[src/sv/kal_pkg.sv]
package kal_pkg;

    // default list depth
    localparam int DEPTH_DEF = 128;

    // field widths
    localparam int CMD_W     = 2;
    localparam int KEY_W     = 32;
    localparam int PAY_W     = 32;
    localparam int POS_W     = 8;
    localparam int STATUS_W  = 3;
    localparam int CNT_OUT_W = 8;

    // command codes
    localparam logic [CMD_W-1:0] CMD_APPEND = 2'd0;
    localparam logic [CMD_W-1:0] CMD_SEARCH = 2'd1;
    localparam logic [CMD_W-1:0] CMD_DELETE = 2'd2;
    localparam logic [CMD_W-1:0] CMD_INSERT = 2'd3;

    // status codes
    localparam logic [STATUS_W-1:0] ST_OK       = 3'd0;
    localparam logic [STATUS_W-1:0] ST_FULL     = 3'd1;
    localparam logic [STATUS_W-1:0] ST_EMPTY    = 3'd2;
    localparam logic [STATUS_W-1:0] ST_NOTFOUND = 3'd3;
    localparam logic [STATUS_W-1:0] ST_BADPOS   = 3'd4;

    // datapath operations
    localparam int OP_W = 4;
    localparam logic [OP_W-1:0] OP_NOP       = 4'd0;
    localparam logic [OP_W-1:0] OP_LOAD      = 4'd1;
    localparam logic [OP_W-1:0] OP_APPEND    = 4'd2;
    localparam logic [OP_W-1:0] OP_SCAN_INIT = 4'd3;
    localparam logic [OP_W-1:0] OP_SCAN      = 4'd4;
    localparam logic [OP_W-1:0] OP_DEL_INIT  = 4'd5;
    localparam logic [OP_W-1:0] OP_DEL       = 4'd6;
    localparam logic [OP_W-1:0] OP_INS_INIT  = 4'd7;
    localparam logic [OP_W-1:0] OP_INS       = 4'd8;
    localparam logic [OP_W-1:0] OP_PUT       = 4'd9;
    localparam logic [OP_W-1:0] OP_RESULT    = 4'd10;

    // controller to datapath
    typedef struct packed {
        logic [OP_W-1:0]     op;
        logic [STATUS_W-1:0] res_status;
        logic                res_found;
    } t_dp_cmd;

    // datapath to controller
    typedef struct packed {
        logic [CMD_W-1:0] cmd;
        logic             full;
        logic             empty;
        logic             bad_pos;
        logic             hit;
        logic             fwd_done;
        logic             rev_done;
        logic             out_free;
    } t_dp_sts;

endpackage

[src/sv/kal_ctrl.sv]
module kal_ctrl (
    input  logic             i_clk,
    input  logic             i_rst_n,
    input  logic             i_valid,
    output logic             o_stall,
    output kal_pkg::t_dp_cmd o_dp_cmd,
    input  kal_pkg::t_dp_sts i_dp_sts
);
    import kal_pkg::*;

    localparam logic [2:0] S_IDLE     = 3'd0;
    localparam logic [2:0] S_DISPATCH = 3'd1;
    localparam logic [2:0] S_SCAN     = 3'd2;
    localparam logic [2:0] S_DEL_INIT = 3'd3;
    localparam logic [2:0] S_DEL      = 3'd4;
    localparam logic [2:0] S_INS      = 3'd5;
    localparam logic [2:0] S_PUT      = 3'd6;
    localparam logic [2:0] S_FINISH   = 3'd7;

    logic [2:0]          r_state, n_state;
    logic [STATUS_W-1:0] r_res, n_res;
    logic                r_found, n_found;
    t_dp_cmd             dp_cmd;

    // next state and datapath command
    always_comb begin
        n_state           = r_state;
        n_res             = r_res;
        n_found           = r_found;
        dp_cmd.op         = OP_NOP;
        dp_cmd.res_status = r_res;
        dp_cmd.res_found  = r_found;
        case (r_state)
            S_IDLE: begin
                if (i_valid) begin
                    dp_cmd.op = OP_LOAD;
                    n_state   = S_DISPATCH;
                end
            end
            S_DISPATCH: begin
                n_found = 1'b0;
                n_res   = ST_OK;
                case (i_dp_sts.cmd)
                    CMD_APPEND: begin
                        if (i_dp_sts.full) begin
                            n_res = ST_FULL;
                        end else begin
                            dp_cmd.op = OP_APPEND;
                        end
                        n_state = S_FINISH;
                    end
                    CMD_SEARCH, CMD_DELETE: begin
                        if (i_dp_sts.empty) begin
                            n_res   = ST_EMPTY;
                            n_state = S_FINISH;
                        end else begin
                            dp_cmd.op = OP_SCAN_INIT;
                            n_state   = S_SCAN;
                        end
                    end
                    CMD_INSERT: begin
                        if (i_dp_sts.full) begin
                            n_res   = ST_FULL;
                            n_state = S_FINISH;
                        end else if (i_dp_sts.bad_pos) begin
                            n_res   = ST_BADPOS;
                            n_state = S_FINISH;
                        end else begin
                            dp_cmd.op = OP_INS_INIT;
                            n_state   = S_INS;
                        end
                    end
                    default: begin
                        n_state = S_FINISH;
                    end
                endcase
            end
            S_SCAN: begin
                dp_cmd.op = OP_SCAN;
                if (i_dp_sts.hit) begin
                    if (i_dp_sts.cmd == CMD_SEARCH) begin
                        n_found = 1'b1;
                        n_state = S_FINISH;
                    end else begin
                        n_state = S_DEL_INIT;
                    end
                end else if (i_dp_sts.fwd_done) begin
                    n_res   = ST_NOTFOUND;
                    n_state = S_FINISH;
                end
            end
            S_DEL_INIT: begin
                dp_cmd.op = OP_DEL_INIT;
                n_state   = S_DEL;
            end
            S_DEL: begin
                dp_cmd.op = OP_DEL;
                if (i_dp_sts.fwd_done) begin
                    n_state = S_FINISH;
                end
            end
            S_INS: begin
                dp_cmd.op = OP_INS;
                if (i_dp_sts.rev_done) begin
                    n_state = S_PUT;
                end
            end
            S_PUT: begin
                dp_cmd.op = OP_PUT;
                n_state   = S_FINISH;
            end
            S_FINISH: begin
                if (i_dp_sts.out_free) begin
                    dp_cmd.op = OP_RESULT;
                    n_state   = S_IDLE;
                end
            end
            default: begin
                n_state = S_IDLE;
            end
        endcase
    end

    // state registers
    always_ff @(posedge i_clk) begin
        if (!i_rst_n) begin
            r_state <= S_IDLE;
            r_res   <= ST_OK;
            r_found <= 1'b0;
        end else begin
            r_state <= n_state;
            r_res   <= n_res;
            r_found <= n_found;
        end
    end

    assign o_stall  = (r_state != S_IDLE);
    assign o_dp_cmd = dp_cmd;

endmodule

[config.mk]
export PLATFORM = sky130hd
export DESIGN_NAME = kal_ctrl
export DESIGN_NICKNAME = d
export VERILOG_FILES = /design/src/sv/kal_pkg.sv /design/src/sv/kal_ctrl.sv
export SDC_FILE = /design/constraint.sdc
export NUM_CORES = 1
export LEC_CHECK = 0
export BUFFER_PORTS_ARGS = -buffer_cell sky130_fd_sc_hd__buf_2
export CORE_MARGIN = 8
export CORE_UTILIZATION = 40
export CTS_BUF_LIST = sky130_fd_sc_hd__clkbuf_8 sky130_fd_sc_hd__clkbuf_16
export CTS_CLUSTER_DIAMETER = 120
export CTS_CLUSTER_SIZE = 10
export DETAILED_ROUTE_END_ITERATION = 12
export PLACE_DENSITY = 0.66
export SYNTH_ARGS = -nofsm -noshare
export SYNTH_HDL_FRONTEND = slang
export SYNTH_SLANG_ARGS = --single-unit
[constraint.sdc]
create_clock -name i_clk -period 3.6 [get_ports i_clk]
set_clock_uncertainty 0.2 [all_clocks]
set_input_delay 0.18 -clock i_clk [delete_from_list [all_inputs] [get_ports i_clk]]
set_output_delay 0.18 -clock i_clk [all_outputs]
set_load 0.005 [all_outputs]
# Yosys cells after proc, flatten, opt, wreduce, memory -nomap -nowiden
# Index checks and enable logic that the tools add are counted.
dict set report totals {
  reg_bits 7
  wordCells 58
}
dict set report classes {
  reduce_logical 8
  n_mux 30
  eq_ne 17
}
# operator n
set ops {}
lappend ops {{3-bit 2-to-1 mux} 13}
lappend ops {{4-bit one-hot mux with 8 select lines} 1}
lappend ops {{3-bit one-hot mux with 8 select lines} 1}
lappend ops {{3-bit one-hot mux with 3 select lines} 2}
lappend ops {{2-bit != test, second input constant} 7}
lappend ops {{3-bit == test, second input constant} 4}
lappend ops {{4-bit one-hot mux with 3 select lines} 1}
lappend ops {{2-bit 2-to-1 mux} 5}
lappend ops {{3-bit AND reduction} 3}
lappend ops {{3-bit by 2-bit == test with 1-bit output, second input constant} 2}
lappend ops {{3-bit one-hot mux with 2 select lines} 1}
lappend ops {{2-bit == test, second input constant} 2}
lappend ops {{1-bit 2-to-1 mux} 4}
lappend ops {{4-bit 2-to-1 mux} 1}
lappend ops {{3-bit by 1-bit == test with 1-bit output, second input constant} 1}
lappend ops {{3-bit logical NOT} 1}
lappend ops {{3-bit nonzero test} 1}
lappend ops {{2-bit by 1-bit == test with 1-bit output, second input constant} 1}
lappend ops {{2-bit logical NOT} 1}
lappend ops {{1-bit one-hot mux with 2 select lines} 1}
lappend ops {{2-bit nonzero test} 1}
lappend ops {{2-bit OR reduction} 1}

# Logic depth before layout (Yosys ltp)
# Gate-level depths: netlist (run 1).
dict set report logic_depth {
  ltp_word 4
  depth_mapped 7
  depth_no_buf 6
}

# Worst setup path after synthesis (run 1)
# No wires, ideal clock.
dict set report synth_path {
  path_kind {flip-flop to flip-flop}
  startpoint {register r_state[2]}
  endpoint {register r_state[0]}
  stages_incl_launch_ff 6
  arrival_time_ns 1.157
  setup_slack_ns 2.127
  required_ns 3.285
  period_less_slack_ns 1.473
  n_path_buf 1
  cell_sequence {dfxtp_1 -> buf_6 -> or3b_1 -> a21oi_1 -> o221ai_1 -> and3b_1}
}
dict set report synth_via {
  elab_chain_len 3
  word_cells_on_any_way 13
  classes_between {eq/ne: 10; mux: 1; reduce/logical: 2}
}
# item line_no
set synth_rtl {}
lappend synth_rtl {{from (decl)} kal_ctrl.sv:20} ;# logic [2:0] r_state, n_state;
lappend synth_rtl {{from (signal assigned)} kal_ctrl.sv:131} ;# r_state <= n_state;
lappend synth_rtl {{3-bit == test / 3-bit logical NOT (equally long branches)} kal_ctrl.sv:33} ;# case (r_state)
lappend synth_rtl {{2-bit != test (no line)} -}
lappend synth_rtl {{3-bit AND reduction (no line)} -}
# Parallel ways exist; a longest one is shown, timed or not.
# A chain may end at the register's enable or synchronous reset.

==> out/qor.yml, run 1 <==
die_w_um: 55.07
cts_tree: "done"
cts_buffer_depth: 2
final_common_cell: "buf_2"
ys_types: 38
finalWirelength_um: 1624
fp.dieH_um: 55.07
area_growth_pct: 20.29
clk_latency_ns: 0.23
hold_depth: 3
worstHoldPathType: "in2reg"
irDropWorstVdd_mv: 0.3190
slew_viol_final: 0
status: "completed"
overflow: 0
synth_seq_area_share: 0.2295
start_util: 0.4150
fillCellCount: 158
ys_warn_count: 0
multiInputGateArea_um2: 410.4
syn_area_per_cell_um2: 7.729
cts_hold_buf: 0
drtIter0Drc: 6
reg2reg_depth: 4
postCtsSetupBuffers: 0
clock.fmax_mhz: 500.5
clkSinkCount: 7
grt_pass1_vias: 568
r2r_slack_ns: 1.72
drc: 0
ctsResizeCount: 0
syn-instance-count: 79
p_per_area_nw_per_um2: 749.1
critPathMaxFanout: 16
slew_headroom: 0.5942
drive_above_1_share: 0.2813
endpoint_kind: "output port"
cts_made_buffers: 3
grt_start_max_net_pins: 22
setup_viol: 0
path_class: "reg2out"
grt_setup_unrepaired: "false"
port_buffers: 20
wl_per_cell_um: 14.50
nets: 112
vias: 647
place_congestion: 0.8304
ys_ff_latch: 7
core_region_area_um2: 1471
timing.final.crit_period_ns: 1.998
grt_usage: 0.1170
h-tree-depth: 1
syn-num-nets: 94
crit_required_ns: 3.22
hold-path-endpoint: "r_state[2]"
avgViaCountPerCell: 5.777
place_hpwl_um: 1206
grt_first_pass_wirelength_um: 2559
drtPass1Iterations: 4
diodes: 0
die-area_um2: 3033
cts-root-buf: "clkbuf_8"
r2r-end: "r_state[0]"
whs_ns: 0.04063
syn-cell-area_um2: 610.6
min-delay-start: "i_rst_n"
tightestPinTransition_ns: 0.6079
register_area_um2: 140.1
timing.rr.start: "r_state[1]"
p_leak_nw: 0.3311
arrival_ns: 1.62
finalSetupTns_ns: 0
layout_common_cells: "buf_2, o21ai_0, dfxtp_1, inv_1"
path_clk_slew_ns: 0.04
fp-row-count: 14
maxCapViolCount: 0
antenna_found_initial: 0
final_antenna_net_count: 0
fin_crit_sh: 0.5550
hold_violations: 0
pin_count: 21
start_kind: "flip-flop"
[through the flow]
step | std cells | area [um2] | utilization | power, mW | worst slack (ns)
after floorplan | 79 | 610.6 | - | 0.3658 | 2.127
final | 112 | 734.5 | 0.4992 | 0.5502 | 1.602
after global placement | 108 | 689.4 | 0.4685 | 0.4325 | 1.833
after CTS | 112 | 734.5 | 0.4992 | 0.5531 | 1.609
after global routing | 112 | 734.5 | 0.4992 | 0.5983 | 1.470
after detailed placement | 108 | 689.4 | 0.4685 | 0.4405 | 1.719
[cell families after synthesis]
logic type      Yosys count  share of synthesized area
buf+inv                  12                    0.09835
compound gates           28                     0.3217
simple gates             27                     0.2541
fa+ha+maj                 3                    0.06148
mux                       2                    0.03484
flops                     7                     0.2295
[how the worst max path moves through the flow]
stage / startpoint / endpoint / slack [ns] / cells after the start
6_report: r_state[0] / o_dp_cmd[6] / 1.60 / 4
3_5_place_dp: r_state[1] / r_state[0] / 1.72 / 4
4_1_cts: r_state[0] / o_dp_cmd[6] / 1.61 / 4
5_1_grt: r_state[0] / o_dp_cmd[6] / 1.47 / 4
2_1_floorplan: r_state[2] / r_state[0] / 2.13 / 5
3_3_place_gp: r_state[1] / r_state[0] / 1.83 / 4
[critical path, cell delays in order, from the launching register on]
cell	delay, ns
dfxtp_1	0.63
inv_1	0.19
nor4_1	0.31
o31a_1	0.14
buf_2	0.11
[power by group]
group | leakage, nW | switching, mW | internal [mW]
clock network | 0.0269 | 0.0363 | 0.0739
logic | 0.247 | 0.122 | 0.135
registers | 0.0574 | 0.0780 | 0.105
[routing by layer]
layer / up-vias / wire length (um) / global-route usage
met2: 22 / 715 / 0.1772
met1: 290 / 738 / 0.1353
met4: 0 / 60 / 0.09600
li1: 330 / - / -
met3: 5 / 109 / 0.02941
met5: - / 0 / 0
[Yosys cell counts]
| cell | number | area (um2) |
|---|---|---|
| o21a_1 | 1 | 7.510 |
| buf_4 | 2 | 15.01 |
| nor4_1 | 2 | 12.51 |
| a211o_1 | 1 | 8.760 |
| nor2b_1 | 1 | 6.260 |
| and3b_1 | 1 | 8.760 |
| nor2_1 | 4 | 15.01 |
| nor4b_1 | 1 | 8.760 |
| mux2i_1 | 1 | 10.01 |
| o2111a_1 | 1 | 11.26 |
| nand2_1 | 5 | 18.77 |
| nand3_1 | 2 | 10.01 |
| clkbuf_1 | 4 | 15.01 |
| dfxtp_1 | 7 | 140.1 |
| a211oi_1 | 1 | 7.510 |
| o221a_2 | 2 | 22.52 |
| or3b_1 | 1 | 8.760 |
| o31ai_1 | 1 | 7.510 |
| and2_1 | 1 | 6.260 |
| o21ai_0 | 7 | 35.03 |
| o31a_1 | 1 | 8.760 |
| mux2_2 | 1 | 11.26 |
| a21oi_1 | 5 | 25.02 |
| and3_1 | 1 | 6.260 |
| a21boi_0 | 1 | 7.510 |
| o221ai_1 | 1 | 8.760 |
| o2bb2ai_1 | 1 | 8.760 |
| a31oi_2 | 1 | 12.51 |
| nand2b_1 | 3 | 18.77 |
| or2b_1 | 1 | 7.510 |
| ha_1 | 3 | 37.54 |
| nand4_1 | 1 | 6.260 |
| nor3_1 | 2 | 10.01 |
| buf_6 | 1 | 11.26 |
| nand4bb_1 | 1 | 11.26 |
| a31oi_1 | 3 | 18.77 |
| inv_1 | 5 | 18.77 |
| o22ai_1 | 1 | 6.260 |
[state kept, by name (all words and copies together), names as in the netlist]
name	flops
r_res	3
r_found	1
r_state	3
[area by class of cell]
type | instances | share of cell area
Inverter | 5 | 0.02555
Clock buffer | 3 | 0.05622
Multi-Input combinational cell | 60 | 0.5588
Tap cell | 16 | 0.02726
Timing Repair Buffer | 20 | 0.1363
Clock inverter | 1 | 0.005111
Sequential cell | 7 | 0.1908
Power figures use the tool's default switching activity.
==> run 2, diff against run 1 <==
PLACE_DENSITY = 0.69   (was 0.66)
clock period = 1.7 ns   (was 3.6 ns; I/O delays follow)
==> out/qor.yml, run 2 (synthesized netlist as in run 1, its figures left out) <==
grt_usage: 0.1106
start_util: 0.4150
p_leak_nw: 0.3754
area_growth_pct: 33.40
nets: 120
maxCapViolCount: 0
endpoint_kind: "output port"
busiest_layer: "met2"
whs_ns: 0.01537
timing.final.crit_period_ns: 1.610
drtPass1Iterations: 4
critPathMaxFanout: 4
fin_crit_sh: 0.9471
grt_start_max_net_pins: 11
die_w_um: 55.07
finalWirelength_um: 1728
hold_violations: 0
layout_common_cells: "buf_2, o21ai_0, inv_1, buf_4"
place_hpwl_um: 1223
h-tree-depth: 1
fp.dieH_um: 55.07
clkSinkCount: 7
place_congestion: 0.9094
crit_required_ns: 1.41
fillCellCount: 149
cts_tree: "done"
postCtsSetupBuffers: 0
start_kind: "input port"
worstHoldPathType: "in2reg"
path_clk_slew_ns: 0.04
drc: 0
drive_above_1_share: 0.3558
final_common_cell: "buf_2"
cts_made_buffers: 3
drtIter0Drc: 21
wl_per_cell_um: 14.40
cts_buffer_depth: 2
antenna_found_initial: 0
grt_setup_unrepaired: "true"
finalSetupTns_ns: 0
slew_headroom: 0.7504
pin_count: 21
avgViaCountPerCell: 5.500
arrival_ns: 1.33
grt.met2_usage: 0.1772
core_region_area_um2: 1471
post_dp_cell_area_um2: 734.5
vias: 660
irDropWorstVdd_mv: 0.9385
status: "completed"
path_class: "in2out"
grt_pass1_vias: 603
final_antenna_net_count: 0
slew_viol_final: 0
finalPower_mw: 1.289
grtUsageMet1: 0.1383
cts-root-buf: "clkbuf_8"
diodes: 0
reg_top3: "r_res (3), r_state (3), r_found (1)"
fp-row-count: 14
clk_latency_ns: 0.23
die-area_um2: 3033
clock.fmax_mhz: 621.1
p_per_area_nw_per_um2: 1583
overflow: 0
grt_first_pass_wirelength_um: 2553
port_buffers: 20
setup_viol: 0
use_met3: 0.01604
tightestPinTransition_ns: 0.3710
stdcell_area_um2: 814.5
[run 2: cell count changes in the layout (fill, tap and decap cells not counted), sizes merged]
cell         previous run  this run
buf                    20        26
dlygate4sd3             0         2
[run 2: where the power goes]
group / internal [mW] / switching (mW) / leakage (nW)
Clock: 0.157 / 0.0764 / 0.0269
Combinational: 0.374 / 0.368 / 0.290
Sequential: 0.229 / 0.0848 / 0.0580
Total: 0.760 / 0.529 / 0.375
[run 2: final cells by class]
type	instances	area [um2]	share of cell area
multi-input cells	60	422.9	0.5192
repair buffers	28	165.2	0.2028
flip-flops and latches	7	142.6	0.1751
clock buffers	3	41.29	0.05069
well taps	16	20.02	0.02458
inverters	5	18.77	0.02304
clock inverters	1	3.754	0.004608
[run 2: critical path, cell delays in order]
cell and delay, ns:
dlygate4sd3_1 0.53, buf_2 0.15, o22ai_2 0.13, a21oi_1 0.09
o31ai_1 0.19, buf_2 0.15
[run 2: path summary, 6_finish.rpt]
kind	from	end	slack [ns]	depth (start not counted)
worst min-delay path	i_valid	r_state[0]	0.02	3
worst max register to register	r_state[1]	r_state[0]	0.12	4
worst min register to register	r_res[2]	r_res[2]	0.27	2
worst max-delay path	i_dp_sts[4]	o_dp_cmd[4]	0.09	6
[run 2: stage by stage]
stage / cells / utilization / setup WS [ns]
final: 120 / 0.5536 / 0.09000
after global routing: 120 / 0.5536 / -0.01416
after CTS: 120 / 0.5434 / 0.004474
after detailed placement: 114 / 0.4992 / 0.1291
after global placement: 114 / 0.4992 / 0.1305
after floorplan: 79 / - / 0.2275
[run 2: timing repair]
action,4_1_cts,5_1_grt
gates resized for setup,0,4
hold buffers,2,0
setup endpoints to repair,0,2
endpoints found under the hold margin,6,0
[run 2: metal layers]
metal | wire [um] | vias up
met5 | 0 | -
met4 | 0 | 0
met3 | 101 | 0
met2 | 867 | 26
met1 | 759 | 291
li1 | - | 343
